File: config.mk
export PLATFORM = sky130hd
export DESIGN_NAME = mipsz_cell
export DESIGN_NICKNAME = d
export VERILOG_FILES = /design/src/rtl/mipsz_pkg.sv /design/src/rtl/mipsz_cell.sv
export SDC_FILE = /design/constraint.sdc
export NUM_CORES = 2
export LEC_CHECK = 0
export ABC_CLOCK_PERIOD_IN_PS = 21100
export BUFFER_PORTS_ARGS = -buffer_cell sky130_fd_sc_hd__buf_2
export CAP_MARGIN = 20
export CELL_PAD_IN_SITES_DETAIL_PLACEMENT = 0
export CELL_PAD_IN_SITES_GLOBAL_PLACEMENT = 1
export CORE_MARGIN = 1.5
export CORE_UTILIZATION = 25
export CTS_CLUSTER_DIAMETER = 80
export DETAILED_ROUTE_END_ITERATION = 12
export HOLD_SLACK_MARGIN = 0.02
export PLACE_DENSITY = 0.49
export SYNTH_ARGS = -nofsm -noshare
export SYNTH_HDL_FRONTEND = slang
export SYNTH_SLANG_ARGS = --single-unit
File: constraint.sdc
create_clock -name clock -period 21.1 [get_ports clock]
set_clock_uncertainty 0.05 [all_clocks]
set_input_delay 2.11 -clock clock [delete_from_list [all_inputs] [get_ports clock]]
set_output_delay 2.11 -clock clock [all_outputs]
set_load 0.005 [all_outputs]
File: src/rtl/mipsz_pkg.sv
// mipsz_pkg: shared types, constants and format decode for the mip chain size block
// depends on nothing; used by every other file under rtl
package mipsz_pkg;

   localparam int MAX_DIM_LOG2 = 15;
   localparam int LEVEL_CNT    = MAX_DIM_LOG2 + 1;
   localparam int DIM_W        = 16;
   localparam int FMT_W        = 6;
   localparam int BYTES_W      = 51;
   localparam int LVL_W        = 5;
   localparam int SCALE_W      = 5;
   localparam int WH_W         = 2 * DIM_W;
   localparam int DS_W         = DIM_W + SCALE_W - 1;
   localparam int COST_W       = WH_W + DS_W;
   localparam int SUM_W        = COST_W + 1;
   localparam int FORMAT_COUNT = 42;

   localparam logic [BYTES_W-1:0] BYTES_CAP = {BYTES_W{1'b1}};

   localparam logic [FMT_W-1:0] FMT_UNKNOWN          = 6'd0;
   localparam logic [FMT_W-1:0] FMT_DXT1             = 6'd14;
   localparam logic [FMT_W-1:0] FMT_DXT3             = 6'd15;
   localparam logic [FMT_W-1:0] FMT_DXT5             = 6'd16;
   localparam logic [FMT_W-1:0] FMT_DXT1_ONEBITALPHA = 6'd21;
   localparam logic [FMT_W-1:0] FMT_ATI1N            = 6'd38;
   localparam logic [FMT_W-1:0] FMT_ATI2N            = 6'd39;
   localparam logic [FMT_W-1:0] FMT_DXT1_RUNTIME     = 6'd40;
   localparam logic [FMT_W-1:0] FMT_DXT5_RUNTIME     = 6'd41;

   localparam logic [SCALE_W-1:0] BC8_BYTES  = 5'd8;
   localparam logic [SCALE_W-1:0] BC16_BYTES = 5'd16;

   // bytes per pixel for uncompressed formats
   localparam logic [SCALE_W-1:0] PX_BYTES [FORMAT_COUNT] = '{
      5'd0, 5'd4, 5'd4, 5'd3, 5'd3, 5'd2, 5'd1, 5'd2, 5'd1, 5'd1, 5'd3,
      5'd3, 5'd4, 5'd4, 5'd0, 5'd0, 5'd0, 5'd4, 5'd2, 5'd2, 5'd2,
      5'd0, 5'd2, 5'd2, 5'd4, 5'd8, 5'd8, 5'd4, 5'd4, 5'd12, 5'd16,
      5'd2, 5'd4, 5'd4, 5'd4, 5'd2, 5'd4, 5'd4, 5'd0, 5'd0, 5'd0, 5'd0
   };

   typedef struct packed {
      logic [DIM_W-1:0] tex_width;
      logic [DIM_W-1:0] tex_height;
      logic [DIM_W-1:0] tex_depth;
      logic [FMT_W-1:0] format_code;
      logic             whole_chain;
   } req_type;

   typedef struct packed {
      logic [BYTES_W-1:0] total_bytes;
      logic [LVL_W-1:0]   level_count;
      logic               format_error;
   } rsp_type;

   typedef struct packed {
      logic               comp;
      logic [SCALE_W-1:0] scale;
      logic               err;
   } fmt_type;

   // dimension lane: one mip level's dims and the flags that travel with it
   typedef struct packed {
      logic [DIM_W-1:0]   w;
      logic [DIM_W-1:0]   h;
      logic [DIM_W-1:0]   d;
      logic               walk;
      logic               cost_en;
      logic               chain;
      logic               comp;
      logic [SCALE_W-1:0] scale;
   } dim_type;

   // sum lane: trails the dimension lane by each cell's multiply registers (wh_ff/ds_ff, then cost_ff)
   typedef struct packed {
      logic               tok;
      logic [BYTES_W-1:0] acc;
      logic [LVL_W-1:0]   lvl;
   } acc_type;

   function automatic fmt_type fmt_decode(input logic [FMT_W-1:0] fmt);
      fmt_type r;
      r.comp  = 1'b0;
      r.scale = '0;
      r.err   = 1'b0;
      if (fmt == FMT_UNKNOWN || fmt >= FMT_W'(FORMAT_COUNT)) begin
         r.err = 1'b1;
      end else begin
         case (fmt)
            FMT_DXT1, FMT_ATI1N, FMT_DXT1_RUNTIME: begin
               r.comp  = 1'b1;
               r.scale = BC8_BYTES;
            end
            FMT_DXT3, FMT_DXT5, FMT_ATI2N, FMT_DXT5_RUNTIME: begin
               r.comp  = 1'b1;
               r.scale = BC16_BYTES;
            end
            FMT_DXT1_ONEBITALPHA: begin
               r.comp = 1'b1;
               r.err  = 1'b1;
            end
            default: begin
               r.scale = PX_BYTES[fmt];
            end
         endcase
      end
      return r;
   endfunction

endpackage

File: src/rtl/mipsz_cell.sv
// mipsz_cell: one mip level of the chain; costs its level and halves the dims
// depends on mipsz_pkg
module mipsz_cell (
   input  logic              clock,
   input  logic              reset,
   input  mipsz_pkg::dim_type dim_in,
   input  mipsz_pkg::acc_type acc_in,
   output mipsz_pkg::dim_type dim_out,
   output mipsz_pkg::acc_type acc_out
);

   logic [mipsz_pkg::DIM_W-1:0]   aw, ah, ad;
   logic [mipsz_pkg::DIM_W-1:0]   hw, hh, hd;
   logic [mipsz_pkg::WH_W-1:0]    wh;
   logic [mipsz_pkg::SCALE_W-1:0] eff_scale;
   logic                          at_one;
   logic [mipsz_pkg::SUM_W-1:0]   sum;

   mipsz_pkg::dim_type            dim_out_ff, dim_out_in;
   logic [mipsz_pkg::WH_W-1:0]    wh_ff, wh_in;
   logic [mipsz_pkg::DS_W-1:0]    ds_ff, ds_in;
   logic [mipsz_pkg::COST_W-1:0]  cost_ff;
   logic                          walk1_ff, walk2_ff;
   logic                          tok_ff;
   logic [mipsz_pkg::BYTES_W-1:0] acc_ff, acc_in_sat;
   logic [mipsz_pkg::LVL_W-1:0]   lvl_ff, lvl_in;

   // block formats round 1..3 up to 4 on width and height, 2..3 up to 4 on depth
   always_comb begin
      aw = dim_in.w;
      ah = dim_in.h;
      ad = dim_in.d;
      if (dim_in.comp) begin
         if (dim_in.w != '0 && dim_in.w < 16'd4) aw = 16'd4;
         if (dim_in.h != '0 && dim_in.h < 16'd4) ah = 16'd4;
         if (dim_in.d > 16'd1 && dim_in.d < 16'd4) ad = 16'd4;
      end
   end

   always_comb begin
      wh        = mipsz_pkg::WH_W'(aw) * mipsz_pkg::WH_W'(ah);
      wh_in     = dim_in.comp ? (wh >> 4) : wh;
      eff_scale = dim_in.cost_en ? dim_in.scale : '0;
      ds_in     = mipsz_pkg::DS_W'(ad) * mipsz_pkg::DS_W'(eff_scale);
   end

   always_comb begin
      hw     = ((dim_in.w >> 1) == '0) ? 16'd1 : (dim_in.w >> 1);
      hh     = ((dim_in.h >> 1) == '0) ? 16'd1 : (dim_in.h >> 1);
      hd     = ((dim_in.d >> 1) == '0) ? 16'd1 : (dim_in.d >> 1);
      at_one = (dim_in.w == 16'd1) && (dim_in.h == 16'd1) && (dim_in.d == 16'd1);
      dim_out_in         = dim_in;
      dim_out_in.w       = hw;
      dim_out_in.h       = hh;
      dim_out_in.d       = hd;
      dim_out_in.walk    = dim_in.walk && !at_one;
      dim_out_in.cost_en = dim_in.cost_en && dim_in.chain && dim_in.walk && !at_one;
   end

   // saturating add of this level's cost
   always_comb begin
      sum        = mipsz_pkg::SUM_W'(acc_in.acc) + mipsz_pkg::SUM_W'(cost_ff);
      acc_in_sat = (sum > mipsz_pkg::SUM_W'(mipsz_pkg::BYTES_CAP)) ?
                   mipsz_pkg::BYTES_CAP : sum[mipsz_pkg::BYTES_W-1:0];
      lvl_in     = acc_in.lvl + mipsz_pkg::LVL_W'(walk2_ff);
   end

   always_ff @(posedge clock) begin
      dim_out_ff <= dim_out_in;
      wh_ff      <= wh_in;
      ds_ff      <= ds_in;
      walk1_ff   <= dim_in.walk;
      cost_ff    <= mipsz_pkg::COST_W'(wh_ff) * mipsz_pkg::COST_W'(ds_ff);
      walk2_ff   <= walk1_ff;
      acc_ff     <= acc_in_sat;
      lvl_ff     <= lvl_in;
   end

   always_ff @(posedge clock) begin
      if (reset) begin
         tok_ff <= 1'b0;
      end else begin
         tok_ff <= acc_in.tok;
      end
   end

   assign dim_out     = dim_out_ff;
   assign acc_out.tok = tok_ff;
   assign acc_out.acc = acc_ff;
   assign acc_out.lvl = lvl_ff;

endmodule

==> reports/metrics.csv <==
stage,metric,value,unit
detailed_routing,drt_wl_total,122600,um
detailed_routing,wire_per_inst,18.97,um
synth,yosysTopAreaCell,fa_1,
floorplan,core,0.1546,mm2
status,outcome,"finished, final reports clean",
sta,setup_violations,0,
synth,synth_common_cells,"inv_1 (810), fa_1 (772), nand2_1 (690), ha_1 (347), and2_1 (307)",
clocking,post_cts_buffers,0,
setup_path,worstPathRequired,21530,ps
setup_path,critPathArrivalTime,9910,ps
synth,async_flop_share,0,%
floorplan,start_util,25.24,%
clocking,clk_pin_slew,60,ps
synth,avgSynthCellArea,9.025,um2
sta,post-route-period-util,44.92,%
floorplan,die_w,398.1,um
floorplan,io_pins,230,
setup_path,critPathMaxFanout,18,
min_path,hold_path.class,register to register,
min_path,worstHoldStart,walk1_ff,
floorplan,dieArea,0.1585,mm2
layout,syn2layout_area_growth,11.21,%
synth,synth_area,0.03902,mm2
synth,ys_seq_area_share,11.13,%
clocking,cts_hold_buf,0,
sta,fmax,105.5,MHz
synth,synth.most_common_cell,inv_1,
layout,drive_gt1_share,9.952,%
detailed_routing,vias_per_cell,4.390,
setup_path,critPathLaunch,dim_in[36],
synth,synth_top_area_share,39.60,%
clocking,cts_tree,built,
detailed_routing,maxUsedRoutingLayer,met5,
sta,slew_violations,0,
setup_path,r2r_slack,13050,ps
sta,tightest_slew,1020,ps
setup_path,worstSetupPathType,input port to register,
clocking,cts_made_buffers,39,
clocking,cts.sinks,217,
setup_path,reg2reg_from,ds_ff[2],
sta,fin_hold_ws,276.1,ps
detailed_routing,route.met2.wl,54940,um
sta,tns,0,ps
detailed_routing,wl_met1,60370,um
layout,finalNetCount,5619,
clocking,clock_path_buffers,3,
synth,netlist_top_cells_area,"fa_1 (40%), dfxtp_1 (11%), ha_1 (11%)",
floorplan,num_rows,144,
detailed_routing,dr.pass1.iters,5,
detailed_routing,drt_iter0_markers,1267,
synth,synth_seq_cells,217,
floorplan,die_h,398.1,um
clocking,worstSkewPairLatency,620,ps
sta,hold_violations,0,
synth,synth_cell_types,85,
placement,io_buffer_count,226,
global_route,grt_max_degree,52,
clocking,h-tree-depth,2,
global_route,antenna_found_initial,5,
placement,gp_congestion,0.8211,
global_route,grt_usage,15.74,%
clocking,cts_resized,0,
sta,maxSlewHeadroom,32.01,%
placement,dp_hpwl,91770,um
sta,min_period,9478,ps
sta,rsz0062_at_grt,no,
global_route,grt_first_pass_wirelength,190500,um
setup_path,cp-end-kind,register,
global_route,overflow,0,
detailed_routing,vias,28367,
detailed_routing,drc,0,
synth,synth_edf_count,0,
synth,synth_top_flop_cell,dfxtp_1,
global_route,grt_pass1_vias,31206,
detailed_routing,ant_nets,0,
clocking,cts_root_buf,clkbuf_16,
synth,syn_inst,4324,
detailed_routing,wl_met3,5217,um
synth,yosysWarnings,0,
flow_run,cap_violations,0,
setup_path,worst_setup_path_start_kind,input port,
## cell usage in the layout (no fill, tap or decap), drive strengths merged, types with 90 or more instances in the layout
cell | Yosys | final
ha | 347 | 347
inv | 810 | 818
dfxtp | 217 | 217
fa | 772 | 772
xnor2 | 102 | 102
o21ai | 135 | 135
buf | 21 | 268
a21oi | 133 | 133
nand2 | 690 | 690
and2 | 310 | 310
nor2 | 90 | 90
## final cells by class
cell class | count | area, um2
Fill cell | 16761 | 111200
Multi-Input combinational cell | 3048 | 30620
Sequential cell | 217 | 4369
Inverter | 810 | 3040
Tap cell | 2044 | 2557
Timing Repair Buffer | 268 | 1446
Clock buffer | 48 | 1101
Clock inverter | 20 | 247.7
Antenna cell | 6 | 15.01
## routing by layer
layer	GRT usage, %	vias to the layer above
met5	0	-
met4	2.825	6
met3	1.976	101
met2	25.43	579
met1	22.58	14373
li1	-	13308
## per-stage QoR
stage / utilization, % / cell area [um2] / setup slack, ps / std cells
floorplan: - / 39030 / 11930 / 4326
global placement: 27.19 / 42030 / 10990 / 6387
detailed placement: 27.19 / 42030 / 10990 / 6387
CTS: 28.06 / 43380 / 11650 / 6455
global route: 28.06 / 43380 / 11110 / 6455
finish: 28.07 / 43400 / 11620 / 6461
## cells by family after synthesis
family,after synthesis,synth area share (%)
compound gates,473,8.394
mux,15,0.4008
xor+xnor,143,3.210
buf+inv,1061,10.42
fa+ha+maj,1119,50.73
flops,217,11.13
other cells,1,0.009610
simple gates,1295,15.70
## state kept, by name, indices dropped and copies added, names as in the netlist, 5 cells and up
signal,cells
cost_ff,52
acc_ff,51
lvl_ff,5
wh_ff,32
dim_out,54
ds_ff,20
## critical path, cell delays in order
cell	delay [ps]
buf_2	230
nor4_1	410
nand4_1	260
or2_2	420
o21bai_1	470
buf_4	270
nand2_1	90
fa_1	510
fa_1	580
fa_1	450
fa_1	550
inv_1	50
fa_1	490
inv_1	60
fa_1	480
inv_1	40
ha_1	330
a211o_1	340
o311ai_2	310
a31oi_1	310
a311oi_1	470
o21bai_1	130
a41oi_1	250
xor2_1	200
a21oi_1	90
## final timing paths
check	to	cells after the start
worst min register to register	walk2_ff	0
worst min-delay path	walk2_ff	0
worst max-delay path	wh_ff[26]	25
worst max register to register	cost_ff[50]	22
Power is not shown: default switching activity piles up to over one toggle a cycle in this logic, so the estimate is an artifact.
